## src/hw/rtl/spsc_pkg.sv

```systemverilog
// ----------------------------------------------------------------------------
// spsc_pkg
// Types and constants shared by the segmented prime sieve counter.
// ----------------------------------------------------------------------------
package spsc_pkg;

	localparam int RANGE_W = 24;
	localparam int COUNT_W = 21;
	localparam int SIEVE_W = 12;
	localparam int SEG_W   = 15;
	localparam int SLOT_W  = 10;
	localparam int POS_W   = 25;
	localparam int IDX_W   = 13;
	localparam int DIV_W   = 5;

	localparam logic [IDX_W-1:0]  SMALL_LAST  = 13'd4095;
	localparam logic [IDX_W-1:0]  SMALL_LIMIT = 13'd4096;
	localparam logic [IDX_W-1:0]  SMALL_ROOT  = 13'd64;
	localparam logic [IDX_W-1:0]  FIRST_PRIME = 13'd2;
	localparam logic [SLOT_W-1:0] PRIME_SLOTS = 10'd564;
	localparam logic [POS_W-1:0]  RANGE_LIMIT = 25'd16777216;
	localparam logic [POS_W-1:0]  SEG_SPAN    = 25'd32768;
	localparam logic [POS_W-1:0]  SEG_LAST    = 25'd32767;
	localparam logic [DIV_W-1:0]  DIV_TOP     = 5'd23;

	typedef enum logic [4:0] {
		S_FILL, S_SV_INIT, S_SV_RD, S_SV_CHK, S_SV_MARK, S_LS_INIT, S_LS_RD,
		S_LS_TAKE, S_IDLE, S_CHECK, S_SEG, S_SFILL, S_PINIT, S_PRD, S_PSQ,
		S_PCHK, S_DIV, S_START, S_CLR, S_CNT0, S_CNT, S_DRAIN, S_SNEXT, S_OUT
	} state_t;

	typedef struct packed {
		logic fill_small;
		logic sv_start;
		logic sv_read;
		logic sv_mark_start;
		logic sv_mark;
		logic sv_next;
		logic ls_start;
		logic ls_take;
		logic req_load;
		logic set_err;
		logic seg_start;
		logic seg_fill;
		logic pr_start;
		logic pr_read;
		logic pr_sq;
		logic div_step;
		logic st_start;
		logic clr;
		logic pr_next;
		logic cnt_start;
		logic cnt_step;
		logic seg_next;
	} cmd_t;

	typedef struct packed {
		logic init_last;
		logic sv_bit;
		logic sv_done;
		logic mark_last;
		logic ls_last;
		logic range_bad;
		logic fill_last;
		logic pr_end;
		logic sq_gt;
		logic div_last;
		logic clr_done;
		logic cnt_last;
		logic seg_last;
	} status_t;

endpackage

```

## src/hw/rtl/spsc_ctrl.sv

```systemverilog
// ----------------------------------------------------------------------------
// spsc_ctrl
// Sequencer for start-up sieve, per-segment sieving and counting.
// ----------------------------------------------------------------------------
module spsc_ctrl (
	input  logic              clk,
	input  logic              arst_n,
	input  logic              in_valid,
	output logic              in_ready,
	output logic              out_valid,
	input  logic              out_ready,
	input  spsc_pkg::status_t st,
	output spsc_pkg::cmd_t    cmd
);

	spsc_pkg::state_t state_q, state_nxt;

	always_ff @(posedge clk or negedge arst_n) begin
		if (!arst_n) begin
			state_q <= spsc_pkg::S_FILL;
		end else begin
			state_q <= state_nxt;
		end
	end

	always_comb begin
		state_nxt = state_q;
		case (state_q)
			spsc_pkg::S_FILL:    if (st.init_last) state_nxt = spsc_pkg::S_SV_INIT;
			spsc_pkg::S_SV_INIT: state_nxt = spsc_pkg::S_SV_RD;
			spsc_pkg::S_SV_RD:   state_nxt = st.sv_done ? spsc_pkg::S_LS_INIT
			                                            : spsc_pkg::S_SV_CHK;
			spsc_pkg::S_SV_CHK:  state_nxt = st.sv_bit ? spsc_pkg::S_SV_MARK
			                                           : spsc_pkg::S_SV_RD;
			spsc_pkg::S_SV_MARK: if (st.mark_last) state_nxt = spsc_pkg::S_SV_RD;
			spsc_pkg::S_LS_INIT: state_nxt = spsc_pkg::S_LS_RD;
			spsc_pkg::S_LS_RD:   state_nxt = spsc_pkg::S_LS_TAKE;
			spsc_pkg::S_LS_TAKE: state_nxt = st.ls_last ? spsc_pkg::S_IDLE
			                                            : spsc_pkg::S_LS_RD;
			spsc_pkg::S_IDLE:    if (in_valid) state_nxt = spsc_pkg::S_CHECK;
			spsc_pkg::S_CHECK:   state_nxt = st.range_bad ? spsc_pkg::S_OUT
			                                              : spsc_pkg::S_SEG;
			spsc_pkg::S_SEG:     state_nxt = spsc_pkg::S_SFILL;
			spsc_pkg::S_SFILL:   if (st.fill_last) state_nxt = spsc_pkg::S_PINIT;
			spsc_pkg::S_PINIT:   state_nxt = spsc_pkg::S_PRD;
			spsc_pkg::S_PRD:     state_nxt = st.pr_end ? spsc_pkg::S_CNT0
			                                           : spsc_pkg::S_PSQ;
			spsc_pkg::S_PSQ:     state_nxt = spsc_pkg::S_PCHK;
			spsc_pkg::S_PCHK:    state_nxt = st.sq_gt ? spsc_pkg::S_CNT0
			                                          : spsc_pkg::S_DIV;
			spsc_pkg::S_DIV:     if (st.div_last) state_nxt = spsc_pkg::S_START;
			spsc_pkg::S_START:   state_nxt = spsc_pkg::S_CLR;
			spsc_pkg::S_CLR:     if (st.clr_done) state_nxt = spsc_pkg::S_PRD;
			spsc_pkg::S_CNT0:    state_nxt = spsc_pkg::S_CNT;
			spsc_pkg::S_CNT:     if (st.cnt_last) state_nxt = spsc_pkg::S_DRAIN;
			spsc_pkg::S_DRAIN:   state_nxt = spsc_pkg::S_SNEXT;
			spsc_pkg::S_SNEXT:   state_nxt = st.seg_last ? spsc_pkg::S_OUT
			                                             : spsc_pkg::S_SEG;
			spsc_pkg::S_OUT:     if (out_ready) state_nxt = spsc_pkg::S_IDLE;
			default:             state_nxt = spsc_pkg::S_FILL;
		endcase
	end

	always_comb begin
		cmd       = '0;
		in_ready  = 1'b0;
		out_valid = 1'b0;
		case (state_q)
			spsc_pkg::S_FILL:    cmd.fill_small = 1'b1;
			spsc_pkg::S_SV_INIT: cmd.sv_start = 1'b1;
			spsc_pkg::S_SV_RD:   cmd.sv_read = !st.sv_done;
			spsc_pkg::S_SV_CHK: begin
				cmd.sv_mark_start = st.sv_bit;
				cmd.sv_next       = !st.sv_bit;
			end
			spsc_pkg::S_SV_MARK: begin
				cmd.sv_mark = 1'b1;
				cmd.sv_next = st.mark_last;
			end
			spsc_pkg::S_LS_INIT: cmd.ls_start = 1'b1;
			spsc_pkg::S_LS_RD:   cmd.sv_read = 1'b1;
			spsc_pkg::S_LS_TAKE: cmd.ls_take = 1'b1;
			spsc_pkg::S_IDLE: begin
				in_ready     = 1'b1;
				cmd.req_load = in_valid;
			end
			spsc_pkg::S_CHECK:   cmd.set_err = st.range_bad;
			spsc_pkg::S_SEG:     cmd.seg_start = 1'b1;
			spsc_pkg::S_SFILL:   cmd.seg_fill = 1'b1;
			spsc_pkg::S_PINIT:   cmd.pr_start = 1'b1;
			spsc_pkg::S_PRD:     cmd.pr_read = !st.pr_end;
			spsc_pkg::S_PSQ:     cmd.pr_sq = 1'b1;
			spsc_pkg::S_PCHK:    ;
			spsc_pkg::S_DIV:     cmd.div_step = 1'b1;
			spsc_pkg::S_START:   cmd.st_start = 1'b1;
			spsc_pkg::S_CLR: begin
				cmd.clr     = !st.clr_done;
				cmd.pr_next = st.clr_done;
			end
			spsc_pkg::S_CNT0:    cmd.cnt_start = 1'b1;
			spsc_pkg::S_CNT:     cmd.cnt_step = 1'b1;
			spsc_pkg::S_DRAIN:   ;
			spsc_pkg::S_SNEXT:   cmd.seg_next = !st.seg_last;
			spsc_pkg::S_OUT:     out_valid = 1'b1;
			default:             ;
		endcase
	end

endmodule

```

## config.mk

```make
export PLATFORM = sky130hd
export DESIGN_NAME = spsc_ctrl
export DESIGN_NICKNAME = d
export VERILOG_FILES = /design/src/hw/rtl/spsc_pkg.sv /design/src/hw/rtl/spsc_ctrl.sv
export SDC_FILE = /design/constraint.sdc
export NUM_CORES = 1
export LEC_CHECK = 0
export BUFFER_PORTS_ARGS = -buffer_cell sky130_fd_sc_hd__buf_2
export CAP_MARGIN = 20
export CELL_PAD_IN_SITES_DETAIL_PLACEMENT = 2
export CELL_PAD_IN_SITES_GLOBAL_PLACEMENT = 2
export CORE_UTILIZATION = 24
export CTS_CLUSTER_SIZE = 28
export DETAILED_ROUTE_END_ITERATION = 10
export HOLD_SLACK_MARGIN = 0.05
export MAX_ROUTING_LAYER = met4
export PLACE_DENSITY_LB_ADDON = 0.1
export SLEW_MARGIN = 25
export SYNTH_ARGS = -nofsm -noshare
export SYNTH_HDL_FRONTEND = slang
export SYNTH_SLANG_ARGS = --single-unit
```

## constraint.sdc

```tcl
create_clock -name clk -period 3.7 [get_ports clk]
set_input_delay 0.555 -clock clk [delete_from_list [all_inputs] [get_ports clk]]
set_output_delay 0.555 -clock clk [all_outputs]
set_load 0.02 [all_outputs]
```

# ---- Yosys cells after proc, flatten, opt, wreduce, memory -nomap -nowiden
# Index checks and enable logic that the tools add are counted.
dict set report classes {
  add_sub_neg 0
  mul 0
  div_mod_pow 0
  order_cmp 0
  n_eq_ne 31
  n_shift 0
  mux 39
  bitwise_logic 0
  n_reduce_logical 7
}
# op n
set op_table {}
lappend op_table {{$pmux 5 s24} 1}
lappend op_table {{$mux 5} 11}
lappend op_table {{$eq 5x4->1 const B} 8}
lappend op_table {{$eq 5x5->1 const B} 8}
lappend op_table {{$eq 5x3->1 const B} 4}
lappend op_table {{$mux 1} 20}
lappend op_table {{$ne 2x2->1 const B} 8}
lappend op_table {{$eq 5x2->1 const B} 2}
lappend op_table {{$reduce_and 8->1} 1}
lappend op_table {{$mux 3} 2}
lappend op_table {{$eq 5x1->1 const B} 1}
lappend op_table {{$logic_not 1->1} 5}
lappend op_table {{$logic_not 5->1} 1}
lappend op_table {{$mux 2} 2}
lappend op_table {{$mux 4} 1}
lappend op_table {{$pmux 1 s2} 2}
dict set report totals {
  ff_bits 5
  latchBits 0
  ram_bits 0
  romBits 0
  word_cells 78
  mem_count 0
}

# ---- Depth between registers and ports, before layout
# Gate-level depths: netlist (run 1).
dict set report logic_depth {
  depth_word 3
  ltp_mapped 7
  mapped_depth_nobuf 5
}

# ---- Least setup slack after synthesis (run 1)
# Ideal clock, no wire load.
dict set report synth_timing {
  path_type {register to output}
  startpoint {register state_q[0]}
  endpoint {output cmd[19] in the netlist's numbering}
  t_arrival_ps 1846
  required_ps 3145
  setup_slack_ps 1299
  path_stages_with_launch 4
  path_buffers 1
  path_cell_list {dfrtp_1 > buf_2 > nand2b_1 > a2111oi_0}
}
# item line_no
set synth_lines {}
lappend synth_lines {{from (decl)} spsc_ctrl.sv:16} ;# spsc_pkg::state_t state_q, state_nxt;
lappend synth_lines {{from (signal assigned)} spsc_ctrl.sv:20} ;# state_q <= spsc_pkg::S_FILL;
lappend synth_lines {{from (signal assigned)} spsc_ctrl.sv:22} ;# state_q <= state_nxt;
lappend synth_lines {{to (decl)} spsc_ctrl.sv:13} ;# output spsc_pkg::cmd_t cmd

==> run metrics, run 1 <==
slew margin rel.=roughly two fifths; setup tns final=0 ns; Skew-Pair Late Insertion Delay=roughly 0.24 ns; post-layout util=33.2%; crit path launch type=register; I/O pin count=41; Max H-tree Level=1; Root Driver=clkbuf_4; Initial DRC Count=32; max reg flops=5; vias per std cell=approximately 5.4; hold slack final=between 0.1 and 0.15 ns; cts bufs inserted=3; Ys Warns=0; fraction of layout cells with a size suffix above 1=between 30% and 40%; first-pass GRT wire length=~5500 um; power per cell area=just under 800 nW/um^2; WL final=between 3000 and 4000 um; worst slew pin tran=a little over 0.9 ns; cell count after synthesis=124; DRC=0; chip height=60.2 um; required time of the critical path=3.14 ns; CP max stage delay=slightly below 0.9 ns; CP Data Arrival Time=roughly 2.1 ns; Buffers & Inverters on Critical Path=1; Worst R2R End=state_q[0]$_DFFE_PN0P_; Worst Setup Path Type=register to output pin; Detail Route Antenna Nets=0; Tot GR Track Use=around a fifth; Area growth, synth to finish=27.8%; Post-synth EDFFs=0; Vias=1095; R2R setup slack=between 1 and 1.5 ns; Syn Area/Cell=roughly 6.6 sq um; CP top delay family=flip-flops; WP depth=5; total gr overflow=0; register area share after synthesis=roughly 15%; post-synth cell types=42; critical path's slowest cell=dfrtp_1; crit end category=output pin; post-CTS setup buffer count=0; average wire per cell in the routed design=about 17 um; LEAKAGE=roughly 0.51 nW; final hold vios=0; die extent in x=approximately 60 um; die area=3630 sq um; power consumption=just over 0.0008 W; FF-to-FF Start=state_q[2]$_DFFE_PN0P_; endpoints failing setup=0; port bufs=40; Clock Sinks=5; worst-path cell chain=nand2b_1 > nor4_1 > nand2_1 > o21ai_0 > buf_2; Final HPWL DP=approximately 2600 um; vias in the first global route=~1100; Max Cap Viol=0; Fin Clk Skew=0.000853 ns; # rows=20; Core Box Area=approximately 3100 sq um; worst-path maximum fanout=24; most frequent cells in the layout=buf_2 (40), nor2_1 (19), nand2_1 (12); Tcrit/Tclk final=72.1%; Max IR drop VDD=between 0.4 and 0.5 mV; top_reg_cell synth=dfrtp_1; RSZ-0062 raised after global routing=no; final RePlAce weighted congestion=just over 0.8; worst r2r path cells=4; Final nets=176; status=completed; FMAX=between 0.3 and 0.4 GHz; clk buf depth=2; Initial Util=approximately a quarter; Max Slew Vio Count=0; largest net degree at the start of global routing=32; ant diodes=0; Biggest register=state_q; largest registers=state_q (5); Synth Register Bits=5; most common cell after layout, fill and taps aside=buf_2; Post-CTS Resized=0; CTS tree=built; Post-synth ARST share=100%; hold_buf cts=0; HP Class=primary input to async pin; Clock transition at path regs=roughly 0.04 ns; initial antenna violation count=0; DR pass1 iterations=4; syn_nets=~140; Post-Syn Area=between 800 and 900 sq um; crit path time final=roughly 2.7 ns
==> cells by family (layout without fill, tap and decap cells) <==
logic type	count (synthesis)	in the layout	share of synthesized area, %
AND/OR/NAND/NOR	69	69	43.7
AO/OA/AOI/OAI	33	33	28.8
buffers and inverters	14	48	8.61
flip-flops	5	5	15.4
multiplexers	2	2	2.46
XOR/XNOR	1	1	1.08
==> worst max path at each step <==
stage	from	to	slack [ns]
global route	state_q[2]$_DFFE_PN0P_	cmd[16]	0.81
detailed placement	state_q[2]$_DFFE_PN0P_	cmd[16]	1.26
finish	state_q[2]$_DFFE_PN0P_	cmd[16]	1.03
floorplan	state_q[0]$_DFFE_PN0P_	cmd[19]	1.30
global placement	state_q[2]$_DFFE_PN0P_	cmd[16]	1.32
CTS	state_q[2]$_DFFE_PN0P_	cmd[16]	1.00
==> cells in the mapped netlist, types with 2 or more instances <==
master / instances / area (sq um)
mux2i_1: 2 / 20.0
and3_1: 6 / 37.5
o21ai_0: 8 / 40.0
nand3_1: 5 / 25.0
a21oi_1: 6 / 30.0
nor2b_1: 2 / 12.5
a22oi_1: 2 / 15.0
nor2_1: 19 / 71.3
inv_1: 4 / 15.0
a31oi_1: 2 / 12.5
clkbuf_1: 2 / 7.51
nand2b_1: 4 / 25.0
o22ai_1: 2 / 12.5
buf_4: 3 / 22.5
nor3_1: 8 / 40.0
and2_1: 2 / 12.5
buf_2: 5 / 25.0
nor4_1: 3 / 18.8
nand2_1: 12 / 45.0
dfrtp_1: 5 / 125
==> per-stage QoR <==
step                instances  area [sq um]  setup slack [ns]
floorplan                 124           813              1.30
global route              202          1040             0.809
detailed placement        198          1010              1.26
finish                    202          1040              1.03
CTS                       202          1040              1.00
global placement          198          1010              1.32
==> layer usage <==
metal,share of wire (%),vias up,global-route usage (%)
li1,-,527,-
met2,49,23,35.3
met1,48,543,27.4
met3,3.0,2,1.52
met4,0.65,0,4.98
met5,0,-,-
==> power by group <==
part | leakage [nW] | internal, W | switching, W | total [W]
clock network | 0.0150 | 0.0000407 | 0.0000207 | 0.0000614
logic | 0.435 | 0.000209 | 0.000326 | 0.000535
registers | 0.0618 | 0.0000786 | 0.000150 | 0.000229
==> layout make-up <==
cell class,instances,area (sq um)
Fill cell,408,2090
Multi-Input combinational cell,105,618
Inverter,4,15.0
Clock buffer,4,26.3
Sequential cell,5,125
Timing Repair Buffer,40,200
Tap cell,44,55.1
Power figures use the tool's default switching activity.
==> inputs of run 2 (changes only) <==
--- a/config.mk
+++ b/config.mk
@@ -5,11 +5,12 @@
 export SDC_FILE = /design/constraint.sdc
 export NUM_CORES = 1
 export LEC_CHECK = 0
+export ABC_AREA = 1
 export BUFFER_PORTS_ARGS = -buffer_cell sky130_fd_sc_hd__buf_2
 export CAP_MARGIN = 20
 export CELL_PAD_IN_SITES_DETAIL_PLACEMENT = 2
 export CELL_PAD_IN_SITES_GLOBAL_PLACEMENT = 2
-export CORE_UTILIZATION = 24
+export CORE_UTILIZATION = 18
 export CTS_CLUSTER_SIZE = 28
 export DETAILED_ROUTE_END_ITERATION = 10
 export HOLD_SLACK_MARGIN = 0.05
==> constraint.sdc (replaced) <==
create_clock -name clk -period 2.2 [get_ports clk]
set_input_delay 0.33 -clock clk [delete_from_list [all_inputs] [get_ports clk]]
set_output_delay 0.33 -clock clk [all_outputs]
set_load 0.02 [all_outputs]
==> run metrics, run 2 <==
status=completed; top cells by count, synth=nand2_1 (47), inv_1 (34), nor2_1 (29); Post-Syn Area=868 sq um (+6.8%); Final Non-Filler Cells=264 (+31%); CTS tree=built; chip height=71.5 um (+19%); main combinational cell family by area after synthesis=simple AND/OR/NAND/NOR gates; P_sw=0.000906 W (+82%); vias per std cell=4.58 (-16%); post-synthesis mux area share=0% (-2.5 points); Area growth, synth to finish=35.0%; R2R setup slack=0.29 ns (-1.20 ns); hold slack final=0.459 ns (+0.345 ns); share of the synthesized area in the top cell type=20.3% (+4.9 points); register area share after synthesis=14.4% (-0.98 points); top_reg_cell synth=dfrtp_1; RSZ-0062 raised after global routing=no; Synth Area in XOR/XNOR=0% (-1.1 points); critical path's slowest cell=dfrtp_1; most common cell in the netlist=nand2_1; post-synthesis compound-gate area fraction=5.04% (-24 points); Root Driver=clkbuf_8; WP depth=6 (+1); final RePlAce weighted congestion=0.939 (+15%); Tot GR Track Use=17.3% (-3.9 points); crit path launch type=register; largest net degree at the start of global routing=14 (-56%); power consumption=0.00148 W (+79%); Skew-Pair Late Insertion Delay=0.22 ns (-0.02 ns); Area contributors post-synth=nand2_1 (20%), inv_1 (15%), dfrtp_1 (14%), nand3_1 (14%), nor2_1 (13%); Synth Area in Adders=0% (unchanged); crit end category=output pin; Ys Warns=0 (unchanged); CP top delay family=buffers and inverters; dpl cells=259 (+31%); worst-path maximum fanout=13 (-46%); Clock Sinks=5 (unchanged); Buffers & Inverters on Critical Path=4 (+3); final hold vios=0 (unchanged); Worst R2R End=state_q[3]$_DFFE_PN0P_; CP Data Arrival Time=1.73 ns (-0.38 ns); ant diodes=0 (unchanged); post-CTS setup buffer count=0 (unchanged); syn_nets=187 (+33%); LEAKAGE=0.818 nW (+60%); Clock transition at path regs=0.04 ns (about the same); clk buf depth=2 (unchanged); Max IR drop VDD=0.326 mV (-19%); dominant cell type by area after synthesis=nand2_1; Worst Setup EP=cmd[9]; DRC=0 (unchanged); # rows=24 (+20%); Initial DRC Count=18 (-44%); most common cell after layout, fill and taps aside=nand2_1; endpoints failing setup=0 (unchanged); Detail Route Antenna Nets=0 (unchanged); fraction of layout cells with a size suffix above 1=26.9% (-3.5 points); simple logic cell fraction of the synthesized area=61.1% (+17 points); worst slew pin tran=0.395 ns (-0.516 ns); Post-synth ARST share=100% (unchanged); Vias=1209 (+10%); required time of the critical path=1.87 ns (-1.27 ns); Final HPWL DP=3430 um (+30%); cts bufs inserted=3 (unchanged); crit path time final=roughly 2.1 ns; initial antenna violation count=0 (unchanged); CP max stage delay=0.54 ns (-0.35 ns); worst r2r path cells=9 (+5); Worst Setup Path Type=register to output pin; Biggest register=state_q; most frequent cells in the layout=nand2_1 (47), buf_2 (40), inv_1 (33); max reg flops=5 (unchanged); worst-path cell chain=clkinvlp_4 > nand3_1 > inv_1 > nand2_1 > inv_1 > buf_2; crit path from=state_q[4]$_DFFE_PN0P_; Max Slew Vio Count=0 (unchanged); crit path setup slack, layout=0.145 ns (-0.887 ns); worst slack, placed=0.274 ns (-0.989 ns); Syn Area/Cell=5.11 sq um (-22%); most frequent CP cell=inv_1; I/O pin count=41 (unchanged); Comb pwr share=71.4% (+6.6 points); cell count after synthesis=170 (+37%); Synth Register Bits=5 (unchanged); Final nets=230 (+31%); largest registers=state_q (5); Pint=0.000574 W (+75%); Max H-tree Level=1 (unchanged); first-pass GRT wire length=6640 um (+20%); slew margin rel.=73.7% (+34 points); Seq pwr share=17.1% (-11 points); WL final=4050 um (+20%); total gr overflow=0 (unchanged); Core Box Area=4500 sq um (+44%); vias in the first global route=1337 (+20%); FF-to-FF Start=state_q[4]$_DFFE_PN0P_; Clock Power Share=11.6% (+4.2 points); Max Cap Viol=0 (unchanged); die area=5110 sq um (+41%); setup tns final=0 ns (unchanged); port bufs=40 (unchanged); power per cell area=1260 nW/um^2 (+59%); average wire per cell in the routed design=15.3 um (-8.5%); post-synth cell types=17 (-60%); DR pass1 iterations=4 (unchanged); Tcrit/Tclk final=between 90 and 100%; FMAX=~0.49 GHz; Fin Clk Skew=0.000252 ns (-0.000601 ns); switching portion of total power=61.2% (+0.99 points); HP Class=primary input to async pin; Initial Util=19.3% (-6.7 points); die extent in x=71.5 um (+19%); Post-synth EDFFs=0 (unchanged)
==> run 2: cell types whose count changed after synthesis, sizes merged, moves of 3 or more <==
cell,previous run,this run
nand4,1,6
nand2b,4,0
nor3,8,3
buf,8,4
nand3,5,27
nand2,12,47
o21ai,8,5
inv,4,35
a21oi,6,1
and3,6,0
nor4,3,0
nor2,19,35
==> run 2: worst min path at each step <==
stage,to,startpoint
after CTS,state_q[0]$_DFFE_PN0P_,arst_n
after floorplan,state_q[0]$_DFFE_PN0P_,arst_n
after global placement,state_q[1]$_DFFE_PN0P_,arst_n
final,state_q[2]$_DFFE_PN0P_,arst_n
after detailed placement,state_q[0]$_DFFE_PN0P_,arst_n
after global routing,state_q[3]$_DFFE_PN0P_,arst_n
==> run 2: power groups by stage <==
stage                     sequential [W]  clock, W  combinational (W)
after detailed placement        0.000244         0            0.00104
after floorplan                 0.000190         0           0.000764
after CTS                       0.000246  0.000175            0.00106
final                           0.000252  0.000171            0.00106
after global routing            0.000264  0.000182            0.00119
after global placement          0.000240         0            0.00103
==> run 2: per-layer routing <==
layer | vias up | global-route usage, % | wire, um | share of wire [%]
met5 | - | - | 0 | 0
met1 | 561 | 22.1 | 1890 | 47
met2 | 36 | 29.8 | 1940 | 48
li1 | 608 | - | - | -
met4 | 0 | 3.49 | 59 | 1.5
met3 | 4 | 1.55 | 157 | 3.9
==> run 2: cell type report <==
type	count	area, sq um
fillers	601	3330
well taps	52	65.1
repair buffers	42	218
flip-flops and latches	5	125
clock buffers	4	45.0
inverters	35	135
multi-input cells	126	584
==> run 2: kinds of logic after synthesis <==
logic type | Yosys count
flip-flops | 5
buffers and inverters | 39
AND/OR/NAND/NOR | 118
AO/OA/AOI/OAI | 8
==> run 2: metrics by stage <==
stage | area (sq um) | util [%]
2_1_floorplan | 868 | -
3_3_place_gp | 1100 | 24.5
3_5_place_dp | 1100 | 24.5
4_1_cts | 1160 | 25.7
5_1_grt | 1170 | 26.0
6_report | 1170 | 26.0
==> run 2: what timing repair did <==
item	in CTS	in global routing
hold buffers	1	0
endpoints found under the hold margin	5	0
resized for setup	0	4
endpoints found under the setup margin	0	6
==> inputs of run 3 (changes only) <==
--- a/config.mk
+++ b/config.mk
@@ -11,6 +11,7 @@
 export CELL_PAD_IN_SITES_DETAIL_PLACEMENT = 2
 export CELL_PAD_IN_SITES_GLOBAL_PLACEMENT = 2
 export CORE_UTILIZATION = 18
+export CTS_BUF_LIST = sky130_fd_sc_hd__clkbuf_16
 export CTS_CLUSTER_SIZE = 28
 export DETAILED_ROUTE_END_ITERATION = 10
 export HOLD_SLACK_MARGIN = 0.05
==> run metrics, run 3 (synthesized netlist as in run 2, its figures left out) <==
chip height=71.5 um (unchanged); I/O pin count=41 (unchanged); Max H-tree Level=1 (unchanged); Clock transition at path regs=0.03 ns (about the same); final hold vios=0 (unchanged); worst slew pin tran=0.407 ns (+0.0116 ns); die area=5110 sq um (unchanged); CP Data Arrival Time=1.66 ns (-0.07 ns); first-pass GRT wire length=6580 um (-0.93%); # rows=24 (unchanged); initial antenna violation count=0 (unchanged); critical path's slowest cell=dfrtp_1; Initial Util=19.3% (unchanged); Root Driver=clkbuf_16; endpoints failing setup=0 (unchanged); most frequent CP cell=inv_1; power per cell area=1330 nW/um^2 (+5.4%); post-CTS setup buffer count=0 (unchanged); Max Slew Vio Count=0 (unchanged); Final Non-Filler Cells=264 (unchanged); crit path launch type=register; area occupied by multi-input gates=584 sq um (unchanged); total gr overflow=0 (unchanged); Worst Setup Path Type=register to output pin; met3 Resource Use GR=1.55% (unchanged); Buffers & Inverters on Critical Path=3 (-1); CTS tree=built; Initial DRC Count=28 (+10); HP Class=primary input to async pin; gr busiest metal=met2; Skew-Pair Late Insertion Delay=0.23 ns (about the same); Final HPWL DP=3430 um (unchanged); Detail Route Antenna Nets=0 (unchanged); R2R setup slack=0.42 ns (+0.13 ns); Vias=1205 (-0.33%); DRC=0 (unchanged); largest registers=state_q (5); status=completed; Fin Clk Skew=0.00115 ns (+0.000903 ns); Tcrit/Tclk final=90.3% (-3.1 points); Max Cap Viol=0 (unchanged); Core Box Area=4500 sq um (unchanged); FF-to-FF Start=state_q[4]$_DFFE_PN0P_; final RePlAce weighted congestion=0.939 (unchanged); LEAKAGE=0.836 nW (+2.2%); slew margin rel.=72.9% (-0.77 points); dpl cells=259 (unchanged); vias in the first global route=1327 (-0.75%); cts bufs inserted=3 (unchanged); max reg flops=5 (unchanged); RSZ-0062 raised after global routing=no; ant diodes=0 (unchanged); average wire per cell in the routed design=15.3 um (-0.15%); Fillers=602 (+0.17%); setup tns final=0 ns (unchanged); DR pass1 iterations=4 (unchanged); largest net degree at the start of global routing=14 (unchanged); register area=126 sq um (+1.0%); M1 GR Usage=22.0% (-0.086 points); crit end category=output pin; worst-path maximum fanout=6 (-7); met2 Usage GRT=29.2% (-0.63 points); fraction of layout cells with a size suffix above 1=27.4% (+0.47 points); vias per std cell=4.56 (-0.33%); CP top delay family=simple AND/OR/NAND/NOR gates; crit path time final=1.99 ns (-0.0687 ns); Clock Sinks=5 (unchanged); Max IR drop VDD=0.325 mV (-0.38%); Biggest register=state_q; clk buf depth=2 (unchanged); die extent in x=71.5 um (unchanged); port bufs=40 (unchanged); FMAX=0.503 GHz (+3.5%); Area growth, synth to finish=39.0%; required time of the critical path=1.87 ns (about the same); Tot GR Track Use=17.1% (-0.12 points); most frequent cells in the layout=nand2_1 (47), buf_2 (40), inv_1 (34); CP max stage delay=0.53 ns (about the same); WL final=4050 um (-0.15%); worst-path cell chain=inv_1 > nor2_1 > nand3_1 > inv_1 > buf_2; Final nets=230 (unchanged); crit path from=state_q[0]$_DFFE_PN0P_; most common cell after layout, fill and taps aside=nand2_1
run 3: cell types whose count changed in the layout (fill, tap and decap cells not counted), sizes merged:
cell | before | now
inv | 34 | 35
clkbuf | 4 | 3
run 3: worst paths after layout:
| kind | endpoint | cells past startpoint |
|---|---|---|
| setup / recovery | cmd[12] | 5 |
| hold / removal | state_q[3]$_DFFE_PN0P_ | 2 |
| setup reg to reg | state_q[3]$_DFFE_PN0P_ | 9 |
| hold reg to reg | state_q[1]$_DFFE_PN0P_ | 2 |
| max in group asynchronous | state_q[4]$_DFFE_PN0P_ | 2 |
| min in group clk | state_q[3]$_DFFE_PN0P_ | 6 |
run 3: timing repair:
item,in CTS,in global routing
endpoints found under the hold margin,5,0
endpoints found under the setup margin,0,6
gates resized for setup,0,5
hold buffers,1,0
run 3: layer usage:
metal | routed length, um | vias to the layer above | part of all wire, %
met5 | 0 | - | 0
met4 | 74 | 0 | 1.8
met3 | 105 | 6 | 2.6
met2 | 1950 | 28 | 48
met1 | 1920 | 563 | 47
li1 | - | 608 | -
run 3: metrics by stage:
stage          utilization (%)  hold WS, ns  instance area [sq um]  total power, W  worst slack, ns
2_1_floorplan                -       0.0344                    868        0.000954            0.512
3_3_place_gp              24.5        0.154                   1100         0.00127            0.308
3_5_place_dp              24.5        0.154                   1100         0.00129            0.274
4_1_cts                   26.5        0.457                   1190         0.00161           0.0132
6_report                  26.8        0.453                   1210         0.00161            0.213
5_1_grt                   26.8        0.486                   1210         0.00175           0.0591
run 3: cell type report:
cell class	instances	share of cell area, %
clock buffers	3	6.22
inverters	35	11.2
flip-flops and latches	5	10.5
clock inverters	1	0.311
repair buffers	42	18.0
multi-input cells	126	48.4
well taps	52	5.39
run 3: power by group:
| part | leakage [nW] | switching, W | internal, W |
|---|---|---|---|
| sequential | 0.0630 | 0.000114 | 0.000140 |
| clock | 0.0423 | 0.0000607 | 0.000235 |
| combinational | 0.731 | 0.000745 | 0.000311 |
run 3: worst reg2reg max path, cell delays in order, from the launching register on:
cell,delay [ns]
dfrtp_2,0.47
clkinvlp_4,0.28
nand3_1,0.21
inv_1,0.05
nand2_1,0.14
nand2_1,0.10
nor2_1,0.13
nand3_1,0.14
nand2_1,0.09
nand2_1,0.05
